## config.mk

```make
export PLATFORM = sky130hd
export DESIGN_NAME = line_sensor_trend_analyzer
export DESIGN_NICKNAME = d
export VERILOG_FILES = /design/src/design/lsta_pkg.sv /design/src/design/lsta_front.sv /design/src/design/lsta_queue.sv /design/src/design/lsta_back.sv /design/src/design/line_sensor_trend_analyzer.sv
export SDC_FILE = /design/constraint.sdc
export NUM_CORES = 1
export LEC_CHECK = 0
export BUFFER_PORTS_ARGS = -buffer_cell sky130_fd_sc_hd__buf_2
export CAP_MARGIN = 10
export CORE_UTILIZATION = 54
export CTS_CLUSTER_DIAMETER = 100
export CTS_CLUSTER_SIZE = 24
export DETAILED_ROUTE_END_ITERATION = 8
export GPL_TIMING_DRIVEN = 0
export PLACE_DENSITY = 0.8
export SKIP_LAST_GASP = 1
export SYNTH_ARGS = -nofsm -noshare
export SYNTH_HDL_FRONTEND = slang
export SYNTH_HIERARCHICAL = 1
export SYNTH_SLANG_ARGS = --single-unit
```

## constraint.sdc

```tcl
create_clock -name i_clk -period 5.2 [get_ports i_clk]
set_input_delay 0 -clock i_clk [delete_from_list [all_inputs] [get_ports i_clk]]
set_output_delay 0 -clock i_clk [all_outputs]
set_load 0.02 [all_outputs]
```

## src/design/lsta_pkg.sv

```systemverilog
// Shared types, constants and register codes of the line sensor trend analyzer.
package lsta_pkg;

    localparam int SAMPLE_BITS  = 12;
    localparam int SENSOR_COUNT = 8;
    localparam int SIDE_COUNT   = 4;
    localparam int WIDE_MIN     = 3;
    localparam int CROSS_MIN    = 7;

    localparam int ADDR_BITS = 5;
    localparam int DATA_BITS = 32;

    // register indexes (byte address / 4)
    localparam logic [2:0] REG_BLACK_THRESHOLD    = 3'd0;
    localparam logic [2:0] REG_TREND_MIN_COUNT    = 3'd1;
    localparam logic [2:0] REG_CENTER_LEFT_INDEX  = 3'd2;
    localparam logic [2:0] REG_CENTER_RIGHT_INDEX = 3'd3;
    localparam logic [2:0] REG_SPECIAL_MIN_COUNT  = 3'd4;

    typedef enum logic [1:0] {
        TREND_NONE  = 2'd0,
        TREND_LEFT  = 2'd1,
        TREND_RIGHT = 2'd2
    } t_trend;

    typedef struct packed {
        logic [SAMPLE_BITS-1:0] sample_0;
        logic [SAMPLE_BITS-1:0] sample_1;
        logic [SAMPLE_BITS-1:0] sample_2;
        logic [SAMPLE_BITS-1:0] sample_3;
        logic [SAMPLE_BITS-1:0] sample_4;
        logic [SAMPLE_BITS-1:0] sample_5;
        logic [SAMPLE_BITS-1:0] sample_6;
        logic [SAMPLE_BITS-1:0] sample_7;
    } t_in_word;

    typedef struct packed {
        logic [3:0] black_total;
        logic [2:0] black_left;
        logic [2:0] black_right;
        logic [2:0] larger_side;
        logic       all_white;
        logic       center_line;
        logic       wide_line;
        logic       crossing;
        logic       special_eval;
        logic [1:0] trend_before_eval;
        logic [1:0] trend_now;
        logic [1:0] trend_prior;
    } t_out_word;

    typedef struct packed {
        logic [11:0] black_threshold;
        logic [2:0]  trend_min_count;
        logic [2:0]  center_left_index;
        logic [2:0]  center_right_index;
        logic [3:0]  special_min_count;
    } t_cfg;

    // classified reading handed from front to back
    typedef struct packed {
        logic [3:0] black_total;
        logic [2:0] black_left;
        logic [2:0] black_right;
        logic [2:0] larger_side;
        logic       all_white;
        logic       center_line;
        logic       wide_line;
        logic       crossing;
        logic       special_eval;
        t_trend     cand_trend;
    } t_cls;

endpackage

```

## src/design/lsta_front.sv

```systemverilog
// Front stage: accept a reading, threshold and count sensors, register the classification.
module lsta_front import lsta_pkg::*; (
    input  logic     i_clk,
    input  logic     i_rst_n,
    input  logic     i_valid,
    output logic     o_stall,
    input  t_in_word i_data,
    input  t_cfg     i_cfg,
    output logic     o_cls_valid,
    input  logic     i_cls_ready,
    output t_cls     o_cls
);

    logic                   r_valid;
    logic                   n_valid;
    t_cls                   r_cls;
    t_cls                   n_cls;
    logic [SAMPLE_BITS-1:0] samples [SENSOR_COUNT];
    logic [SENSOR_COUNT-1:0] black;
    logic [2:0]             left;
    logic [2:0]             right;
    logic                   accept;

    assign samples[0] = i_data.sample_0;
    assign samples[1] = i_data.sample_1;
    assign samples[2] = i_data.sample_2;
    assign samples[3] = i_data.sample_3;
    assign samples[4] = i_data.sample_4;
    assign samples[5] = i_data.sample_5;
    assign samples[6] = i_data.sample_6;
    assign samples[7] = i_data.sample_7;

    assign o_stall = r_valid && !i_cls_ready;
    assign accept  = i_valid && !o_stall;

    always_comb begin
        for (int k = 0; k < SENSOR_COUNT; k++) begin
            black[k] = {{(16-SAMPLE_BITS){1'b0}}, samples[k]} >=
                       {4'd0, i_cfg.black_threshold};
        end
        left  = 3'd0;
        right = 3'd0;
        for (int k = 0; k < SIDE_COUNT; k++) begin
            left  = left + {2'd0, black[k]};
            right = right + {2'd0, black[k+SIDE_COUNT]};
        end
        n_cls.black_left   = left;
        n_cls.black_right  = right;
        n_cls.black_total  = {1'b0, left} + {1'b0, right};
        n_cls.larger_side  = (left > right) ? left : right;
        n_cls.all_white    = (n_cls.black_total == 4'd0);
        n_cls.center_line  = black[i_cfg.center_left_index] | black[i_cfg.center_right_index];
        n_cls.wide_line    = (n_cls.black_total >= 4'(WIDE_MIN));
        n_cls.crossing     = (n_cls.black_total >= 4'(CROSS_MIN));
        n_cls.special_eval = (n_cls.black_total >= i_cfg.special_min_count);
        if (left < i_cfg.trend_min_count && right < i_cfg.trend_min_count) begin
            n_cls.cand_trend = TREND_NONE;
        end else if (left > right) begin
            n_cls.cand_trend = TREND_LEFT;
        end else if (right > left) begin
            n_cls.cand_trend = TREND_RIGHT;
        end else begin
            n_cls.cand_trend = TREND_NONE;
        end
    end

    always_comb begin
        if (accept) begin
            n_valid = 1'b1;
        end else if (i_cls_ready) begin
            n_valid = 1'b0;
        end else begin
            n_valid = r_valid;
        end
    end

    always_ff @(posedge i_clk) begin
        if (!i_rst_n) begin
            r_valid <= 1'b0;
        end else begin
            r_valid <= n_valid;
        end
    end

    always_ff @(posedge i_clk) begin
        if (accept) begin
            r_cls <= n_cls;
        end
    end

    assign o_cls_valid = r_valid;
    assign o_cls       = r_cls;

endmodule

```

## src/design/lsta_queue.sv

```systemverilog
// Two-entry queue of classified words between front and back.
module lsta_queue import lsta_pkg::*; (
    input  logic i_clk,
    input  logic i_rst_n,
    input  logic i_valid,
    output logic o_ready,
    input  t_cls i_cls,
    output logic o_valid,
    input  logic i_ready,
    output t_cls o_cls
);

    t_cls       r_mem [2];
    logic       r_wr_ptr;
    logic       r_rd_ptr;
    logic [1:0] r_count;
    logic       n_wr_ptr;
    logic       n_rd_ptr;
    logic [1:0] n_count;
    logic       push;
    logic       pop;

    assign o_ready = (r_count != 2'd2);
    assign o_valid = (r_count != 2'd0);
    assign push    = i_valid && o_ready;
    assign pop     = o_valid && i_ready;
    assign o_cls   = r_mem[r_rd_ptr];

    always_comb begin
        n_wr_ptr = push ? ~r_wr_ptr : r_wr_ptr;
        n_rd_ptr = pop ? ~r_rd_ptr : r_rd_ptr;
        unique case ({push, pop})
            2'b10:   n_count = r_count + 2'd1;
            2'b01:   n_count = r_count - 2'd1;
            default: n_count = r_count;
        endcase
    end

    always_ff @(posedge i_clk) begin
        if (!i_rst_n) begin
            r_wr_ptr <= 1'b0;
            r_rd_ptr <= 1'b0;
            r_count  <= 2'd0;
        end else begin
            r_wr_ptr <= n_wr_ptr;
            r_rd_ptr <= n_rd_ptr;
            r_count  <= n_count;
        end
    end

    always_ff @(posedge i_clk) begin
        if (push) begin
            r_mem[r_wr_ptr] <= i_cls;
        end
    end

endmodule

```

## src/design/lsta_back.sv

```systemverilog
// Back stage: advance the held trend and register the result word.
module lsta_back import lsta_pkg::*; (
    input  logic      i_clk,
    input  logic      i_rst_n,
    input  logic      i_cls_valid,
    output logic      o_cls_ready,
    input  t_cls      i_cls,
    output logic      o_valid,
    input  logic      i_stall,
    output t_out_word o_data
);

    t_trend    r_held;
    t_trend    n_held;
    logic      r_out_valid;
    logic      n_out_valid;
    t_out_word r_out;
    t_out_word n_out;
    t_trend    trend_before;
    logic      take;

    assign o_cls_ready = !r_out_valid || !i_stall;
    assign take        = i_cls_valid && o_cls_ready;

    always_comb begin
        n_held = (i_cls.cand_trend != TREND_NONE) ? i_cls.cand_trend : r_held;
        if (!i_cls.special_eval) begin
            trend_before = TREND_NONE;
        end else if (r_held != TREND_NONE) begin
            trend_before = r_held;
        end else begin
            trend_before = n_held;
        end
        n_out.black_total       = i_cls.black_total;
        n_out.black_left        = i_cls.black_left;
        n_out.black_right       = i_cls.black_right;
        n_out.larger_side       = i_cls.larger_side;
        n_out.all_white         = i_cls.all_white;
        n_out.center_line       = i_cls.center_line;
        n_out.wide_line         = i_cls.wide_line;
        n_out.crossing          = i_cls.crossing;
        n_out.special_eval      = i_cls.special_eval;
        n_out.trend_before_eval = 2'(trend_before);
        n_out.trend_now         = 2'(n_held);
        n_out.trend_prior       = 2'(r_held);
        if (take) begin
            n_out_valid = 1'b1;
        end else if (!i_stall) begin
            n_out_valid = 1'b0;
        end else begin
            n_out_valid = r_out_valid;
        end
    end

    always_ff @(posedge i_clk) begin
        if (!i_rst_n) begin
            r_held      <= TREND_NONE;
            r_out_valid <= 1'b0;
        end else begin
            r_out_valid <= n_out_valid;
            if (take) begin
                r_held <= n_held;
            end
        end
    end

    always_ff @(posedge i_clk) begin
        if (take) begin
            r_out <= n_out;
        end
    end

    assign o_valid = r_out_valid;
    assign o_data  = r_out;

endmodule

```

## src/design/line_sensor_trend_analyzer.sv

```systemverilog
// Top level of the line sensor trend analyzer: register file, front, queue and back.
// Path: an accepted word is registered in the front register, then in a queue entry and then in
// the output register; back-pressure from i_stall can hold it in any of these.
// Throughput: one word per cycle while i_stall is low; the front threshold/count stage and the back trend
// update each take one word a cycle.
// Reset (synchronous, active low): no trend held, queue and stages empty, registers at
// threshold 2048, trend minimum 1, center sensors 3 and 4, special minimum 4.
module line_sensor_trend_analyzer import lsta_pkg::*; (
    input  logic                 i_clk,
    input  logic                 i_rst_n,
    // input channel
    input  logic                 i_valid,
    output logic                 o_stall,
    input  t_in_word             i_data,
    // output channel
    output logic                 o_valid,
    input  logic                 i_stall,
    output t_out_word            o_data,
    // configuration port
    input  logic                 psel,
    input  logic                 penable,
    input  logic                 pwrite,
    input  logic [ADDR_BITS-1:0] paddr,
    input  logic [DATA_BITS-1:0] pwdata,
    output logic [DATA_BITS-1:0] prdata,
    output logic                 pready
);

    t_cfg       r_cfg;
    logic       cfg_write;
    logic [2:0] reg_index;

    t_cls       front_cls;
    logic       front_valid;
    logic       queue_ready;
    t_cls       queue_cls;
    logic       queue_valid;
    logic       back_ready;

    // Configuration registers: writes complete in the access phase; pready never waits.
    assign pready    = 1'b1;
    assign reg_index = paddr[4:2];
    assign cfg_write = psel && penable && pwrite && pready;

    always_ff @(posedge i_clk) begin
        if (!i_rst_n) begin
            r_cfg.black_threshold    <= 12'd2048;
            r_cfg.trend_min_count    <= 3'd1;
            r_cfg.center_left_index  <= 3'd3;
            r_cfg.center_right_index <= 3'd4;
            r_cfg.special_min_count  <= 4'd4;
        end else if (cfg_write) begin
            unique case (reg_index)
                REG_BLACK_THRESHOLD:    r_cfg.black_threshold    <= pwdata[11:0];
                REG_TREND_MIN_COUNT:    r_cfg.trend_min_count    <= pwdata[2:0];
                REG_CENTER_LEFT_INDEX:  r_cfg.center_left_index  <= pwdata[2:0];
                REG_CENTER_RIGHT_INDEX: r_cfg.center_right_index <= pwdata[2:0];
                REG_SPECIAL_MIN_COUNT:  r_cfg.special_min_count  <= pwdata[3:0];
                default: begin
                    // drop writes to unmapped addresses
                end
            endcase
        end
    end

    // Read back: unmapped addresses return zero.
    always_comb begin
        unique case (reg_index)
            REG_BLACK_THRESHOLD:    prdata = {20'd0, r_cfg.black_threshold};
            REG_TREND_MIN_COUNT:    prdata = {29'd0, r_cfg.trend_min_count};
            REG_CENTER_LEFT_INDEX:  prdata = {29'd0, r_cfg.center_left_index};
            REG_CENTER_RIGHT_INDEX: prdata = {29'd0, r_cfg.center_right_index};
            REG_SPECIAL_MIN_COUNT:  prdata = {28'd0, r_cfg.special_min_count};
            default:                prdata = '0;
        endcase
    end

    // Front: threshold the eight samples, count sides, derive flags and the candidate trend.
    lsta_front u_front (
        .i_clk       (i_clk),
        .i_rst_n     (i_rst_n),
        .i_valid     (i_valid),
        .o_stall     (o_stall),
        .i_data      (i_data),
        .i_cfg       (r_cfg),
        .o_cls_valid (front_valid),
        .i_cls_ready (queue_ready),
        .o_cls       (front_cls)
    );

    // Queue: decouple the front from output back-pressure.
    lsta_queue u_queue (
        .i_clk   (i_clk),
        .i_rst_n (i_rst_n),
        .i_valid (front_valid),
        .o_ready (queue_ready),
        .i_cls   (front_cls),
        .o_valid (queue_valid),
        .i_ready (back_ready),
        .o_cls   (queue_cls)
    );

    // Back: hold the trend state and present the result word.
    lsta_back u_back (
        .i_clk       (i_clk),
        .i_rst_n     (i_rst_n),
        .i_cls_valid (queue_valid),
        .o_cls_ready (back_ready),
        .i_cls       (queue_cls),
        .o_valid     (o_valid),
        .i_stall     (i_stall),
        .o_data      (o_data)
    );

endmodule
```

Yosys cells after proc, flatten, opt, wreduce, memory -nomap -nowiden
Memory sizes are Yosys's and may differ from the RTL's. A register that Yosys moved wholly into a read port is not among the register bits.
Cells that the tools add are included.
{"block": "totals", "out_inout_bits": 59, "mem_count": 1, "word_cells": 116, "mem_bits_rw": 40, "inputBits": 140, "reg_bits": 77}
{"block": "op_classes", "mux": 19, "n_reduce_logical": 25, "n_eq_ne": 8, "bitwise": 3, "n_addsub": 9, "magnitude_cmp": 17}
{"name": "u_queue.r_mem", "words": 2, "width": 20, "rd": 1, "rd_clocked_by_memory_dff": 1, "write_ports": 1, "line": "lsta_queue.sv:13", "rtl": "t_cls r_mem [2];"}
{"operator": "12-bit greater-or-equal comparator", "n": 8}
{"operator": "12-bit one-hot mux with 5 select lines", "n": 1}
{"operator": "3-bit by 1-bit adder with 3-bit output", "n": 4}
{"operator": "1-bit two-way mux", "n": 11}
{"operator": "2-bit AND reduction", "n": 5}
{"operator": "2-bit nonzero test", "n": 5}
{"operator": "3-bit by 4-bit less-than comparator with 1-bit output, second input constant", "n": 2}
{"operator": "1-bit logical AND", "n": 7}
{"operator": "1-bit binary-select mux with 3-bit select", "n": 2}
{"operator": "3-bit by 2-bit == test with 1-bit output, second input constant", "n": 2}
{"operator": "3-bit > comparator", "n": 2}
{"operator": "3-bit less-than comparator", "n": 2}
{"operator": "2-bit two-way mux", "n": 3}
{"operator": "1-bit by 1-bit adder with 2-bit output", "n": 2}
{"operator": "3-bit by 3-bit adder with 4-bit output", "n": 1}
{"operator": "4-bit by 2-bit greater-or-equal comparator with 1-bit output, second input constant", "n": 1}
{"operator": "4-bit by 3-bit greater-or-equal comparator with 1-bit output, second input constant", "n": 1}
{"operator": "4-bit greater-or-equal comparator", "n": 1}
{"operator": "1-bit logical NOT", "n": 4}
{"operator": "4-bit logical NOT", "n": 1}
{"operator": "2-bit one-hot mux with 2 select lines", "n": 1}
{"operator": "3-bit by 1-bit == test with 1-bit output, second input constant", "n": 1}
{"operator": "3-bit == test, second input constant", "n": 1}
{"operator": "3-bit logical NOT", "n": 1}
{"operator": "other kinds (11)", "n": 12}

Longest topological paths before layout
{"block": "logic_depth", "ltp_word": 7, "ltp_mapped": 17, "mapped_depth_nobuf": 17}

Modules after synthesis
Netlist, hierarchy kept.
{"mod": "lsta_front", "area_each_um2": 3443.3, "cells_each": 369, "instances": 1}
{"mod": "lsta_queue", "area_each_um2": 1671.6, "cells_each": 86, "instances": 1}
{"mod": "line_sensor_trend_analyzer", "area_each_um2": 1427.6, "cells_each": 158, "instances": 1}
{"mod": "lsta_back", "area_each_um2": 885.8, "cells_each": 46, "instances": 1}

Worst setup path before layout
OpenSTA, ideal clock, no wires.
{"block": "synth_path", "kind": "register to register", "from": "register r_cfg[13] (netlist bit)", "to": "register u_front.r_cls, in the netlist u_front/o_cls[2] (data pin)", "path_slack_ps": 911, "setup_time_ps": 147, "synth_period_minus_slack_ps": 4289, "path_stages_with_launch": 17, "arrival_time_ps": 4143, "cell_sequence": "dfxtp_1 -> ha_1 -> or3b_1 -> o211ai_2 -> a2111oi_1 -> o41ai_2 -> inv_1 -> fa_1 -> ha_1 -> ha_1 -> inv_1 -> fa_1 -> inv_1 -> ha_1 -> a21oi_1 -> maj3_1 -> o21bai_1"}
{"item": "start, declared", "line": "line_sensor_trend_analyzer.sv:29", "rtl": "t_cfg r_cfg;"}
{"item": "end signal, assigned", "line": "lsta_front.sv:87", "rtl": "r_cls <= n_cls;"}
{"item": "end, declared", "line": "lsta_front.sv:16", "rtl": "t_cls r_cls;"}

==> metrics.md <==
| Metric | Value |
|---|---|
| Outcome | completed |
| DP Worst Slack | 0.211 ns |
| R2r startpoint | r_cfg[15]$_SDFFE_PN0P_ |
| Die Height | 119 um |
| P_sw | 0.00101 W |
| Num CTS Buffers | 17 |
| GR Overflow Total | 0 |
| Finished Cell Area | 9310 sq um |
| Starting Density | 55.7% |
| HPWL after detailed placement | 12.4 mm |
| # Max-Cap Violations | 0 |
| Setup TNS | 0 ns |
| Fmax | 0.203 GHz |
| Layout Skew | 0.00896 ns |
| Final Wtd Congestion | 0.885 |
| Antenna violations before repair | 1 |
| Clk root buf | clkbuf_16 |
| H-tree lvl count | 4 |
| Relative slew slack | 37.1% |
| Async SR Flop Fraction | 0% |
| EDFF count, synth | 84 |
| Worst endpoint data arrival time | 5.18 ns |
| Via count | 5566 |
| Critical Path Fanout Max | 8 |
| Switching Share | 29.7% |
| Setup crit start kind | flip-flop |
| DR WL/cell | 16.0 um |
| Min-delay src | penable |
| CP Capture Type | flip-flop |
| First-pass GRT wire length | 27.7 mm |
| Max-slew violations | 0 |
| Int Power | 0.00238 W |
| Mapped cell area | 7430 sq um |
| Worst Setup SP | r_cfg[15]$_SDFFE_PN0P_ |
| Clock Latency Late Sink | 0.41 ns |
| # rows | 42 |
| Die area | 14200 sq um |
| Reg-to-reg setup timing slack | 0.27 ns |
| CTS tree | done |
| Dpl cell area | 8510 sq um |
| Most common cell after layout, fill and taps aside | buf_2 |
| Hold Vio Cnt, Final | 0 |
| Clock network fraction of design power | 34.1% |
| I/O pin count | 199 |
| Reg2reg end | u_front/o_cls[2]$_DFFE_PP_ |
| PD cells | 364 nW/um^2 |
| Lkg Pwr | 4.09 nW |
| Primary FF master, synth | edfxtp_1 |
| Fillers | 975 |
| Clk slew on worst S/H paths | 0.05 ns |
| Commonest cells after routing, fill and taps aside | buf_2, ha_1, edfxtp_1 |
| CTS Buffer Depth | 2 |
| DR iter-0 viols | 234 |
| Syn Area/Cell | 11.3 sq um |
| Drt first pass iters | 4 |
| Slew @ Worst Pin | 0.944 ns |
| Yosys reg bits | 118 |
| WS Path Type | reg2reg |
| Fin worst setup slack | 0.266 ns |
| Sequential share of the synthesized area | 43.1% |
| Minimum clock period | 4.93 ns |
| Final setup viols | 0 |
| Worst VDD drop | 0.000234 V |
| Tcrit/Tclk final | 94.9% |
| Post-Syn Instances | 659 |
| Number of synthesis warnings | 6 |
| Drt via density | 5.24 |
| Post-CTS Setup Inserts | 0 |
| R2R cell count | 17 |
| Number of global-route vias before repair | 5772 |
| Synth-to-layout area growth | 25.3% |
| Hold EP | r_cfg[8]$_SDFFE_PN1P_ |
| Hold WC Path Type | in2reg |
| Residual DRC | 0 |
| Critical Path RT | 5.45 ns |
| RSZ-0062 raised after global routing | no |
| Largest net degree at the start of global routing | 29 |
| Final-stage net count | 1131 |
| IO buf count | 155 |
| DRT antenna net count | 0 |
| Seq pwr share | 39.9% |
| Number of cells in the design after placement | 1010 |
| DRT Wirelength | 17.0 mm |
| Number of library cell types mapped by synthesis | 66 |
| Fraction of layout instances using a drive strength above 1 | 28.9% |
| Final core occ | 69.7% |
| Core Box Area | 13300 sq um |
| GRT Util Overall | 25.5% |
| Post-Layout Cell Count | 1062 |
| Clk sinks | 118 |
| Die Span X | 119 um |
| Hold Path Depth | 3 |
| Logic pwr share | 26.0% |
## area by class of cell
| type | instances | area, sq um | share of cell area, % |
|---|---|---|---|
| antenna | 1 | 2.50 | 0.0269 |
| buffer | 31 | 213 | 2.29 |
| clock buffer | 19 | 433 | 4.65 |
| clock inverter | 12 | 156 | 1.68 |
| inverter | 54 | 203 | 2.18 |
| multi-input combinational | 475 | 3880 | 41.7 |
| sequential | 118 | 3200 | 34.4 |
| tap | 176 | 220 | 2.37 |
| timing repair buffer | 176 | 991 | 10.6 |
## power groups by stage
| stage | Clock [W] | Sequential (W) | Combinational [W] |
|---|---|---|---|
| floorplan | 0 | 0.00143 | 0.000519 |
| global placement | 0 | 0.00135 | 0.000819 |
| detailed placement | 0 | 0.00137 | 0.000853 |
| CTS | 0.00117 | 0.00135 | 0.000877 |
| global route | 0.00121 | 0.00137 | 0.000973 |
| finish | 0.00116 | 0.00135 | 0.000882 |
## Yosys cell counts (15+ instances only)
master	number	area share (%)
a21oi_1	31	2.1
nor2_1	29	1.5
buf_4	22	2.2
ha_1	115	19
mux2i_1	30	4.0
o21ai_0	28	1.9
nor2b_1	15	1.3
edfxtp_1	84	34
mux2_2	21	3.2
dfxtp_1	34	9.2
nand2_1	56	2.8
inv_1	54	2.7
## stage by stage
| stage | hold WS (ns) | total power (W) |
|---|---|---|
| after CTS | 0.00392 | 0.00340 |
| after floorplan | 0.118 | 0.00195 |
| after global routing | 0.0299 | 0.00355 |
| after global placement | 0.229 | 0.00217 |
| after detailed placement | 0.232 | 0.00222 |
| final | 0.0141 | 0.00339 |
## state kept, by name, summed over array words and instances (netlist names), named ones only
name,flops
u_queue/r_rd_ptr,1
u_back/o_valid,1
u_queue/r_wr_ptr,1
u_queue/r_count,2
u_front/o_cls_valid,1
u_back/r_held,2
u_back/o_data,24
u_front/o_cls,20
u_queue/r_mem,40
r_cfg,25
## kinds of logic after synthesis
kind of cell               Yosys count  share of synthesized area, %
adders and majority gates          119                          20.3
other                                2                         0.101
AOI/OAI and AO/OA                  119                          11.5
DFF                                118                          43.1
and+or+nand+nor                    160                          11.4
buffers and inverters               85                          5.59
xor gates and xnor gates             4                         0.472
muxes                               52                          7.53
## worst max-delay path, cell delays in order, from the launching register on
cell and delay, ns:
dfxtp_1 0.33, inv_1 0.37, ha_1 0.34, a21o_1 0.18, a31oi_1 0.20, o21ai_0 0.20, a31oi_1 0.40, inv_1 0.11
fa_1 0.45, ha_1 0.21, ha_1 0.40, inv_1 0.11, fa_1 0.54, inv_1 0.08, ha_1 0.28, a21oi_1 0.06
maj3_1 0.34, o21bai_1 0.16
## timing repair
| action | CTS | global route |
|---|---|---|
| endpoints found under the setup margin | 0 | 1 |
| gates resized for setup | 0 | 1 |
| endpoints found under the hold margin | 32 | 0 |
| hold buffers | 20 | 0 |
## worst max-delay path by stage
stage | to | cells past startpoint | slack [ns]
after floorplan | u_front/o_cls[2]$_DFFE_PP_ | 16 | 0.91
after global placement | u_front/o_cls[2]$_DFFE_PP_ | 16 | 0.33
after detailed placement | u_front/o_cls[2]$_DFFE_PP_ | 16 | 0.21
after CTS | u_front/o_cls[2]$_DFFE_PP_ | 16 | 0.21
after global routing | u_front/o_cls[2]$_DFFE_PP_ | 17 | 0.04
final | u_front/o_cls[2]$_DFFE_PP_ | 17 | 0.27
## layer usage
metal	wire [um]	track usage, %	vias up	part of all wire (%)
li1	-	-	2794	-
met4	488	11.8	0	2.9
met5	0	0	-	0
met3	757	6.08	41	4.5
met1	7350	30.2	2556	43
met2	8350	43.5	175	49
No activity file was read; power rests on OpenSTA's default activity.
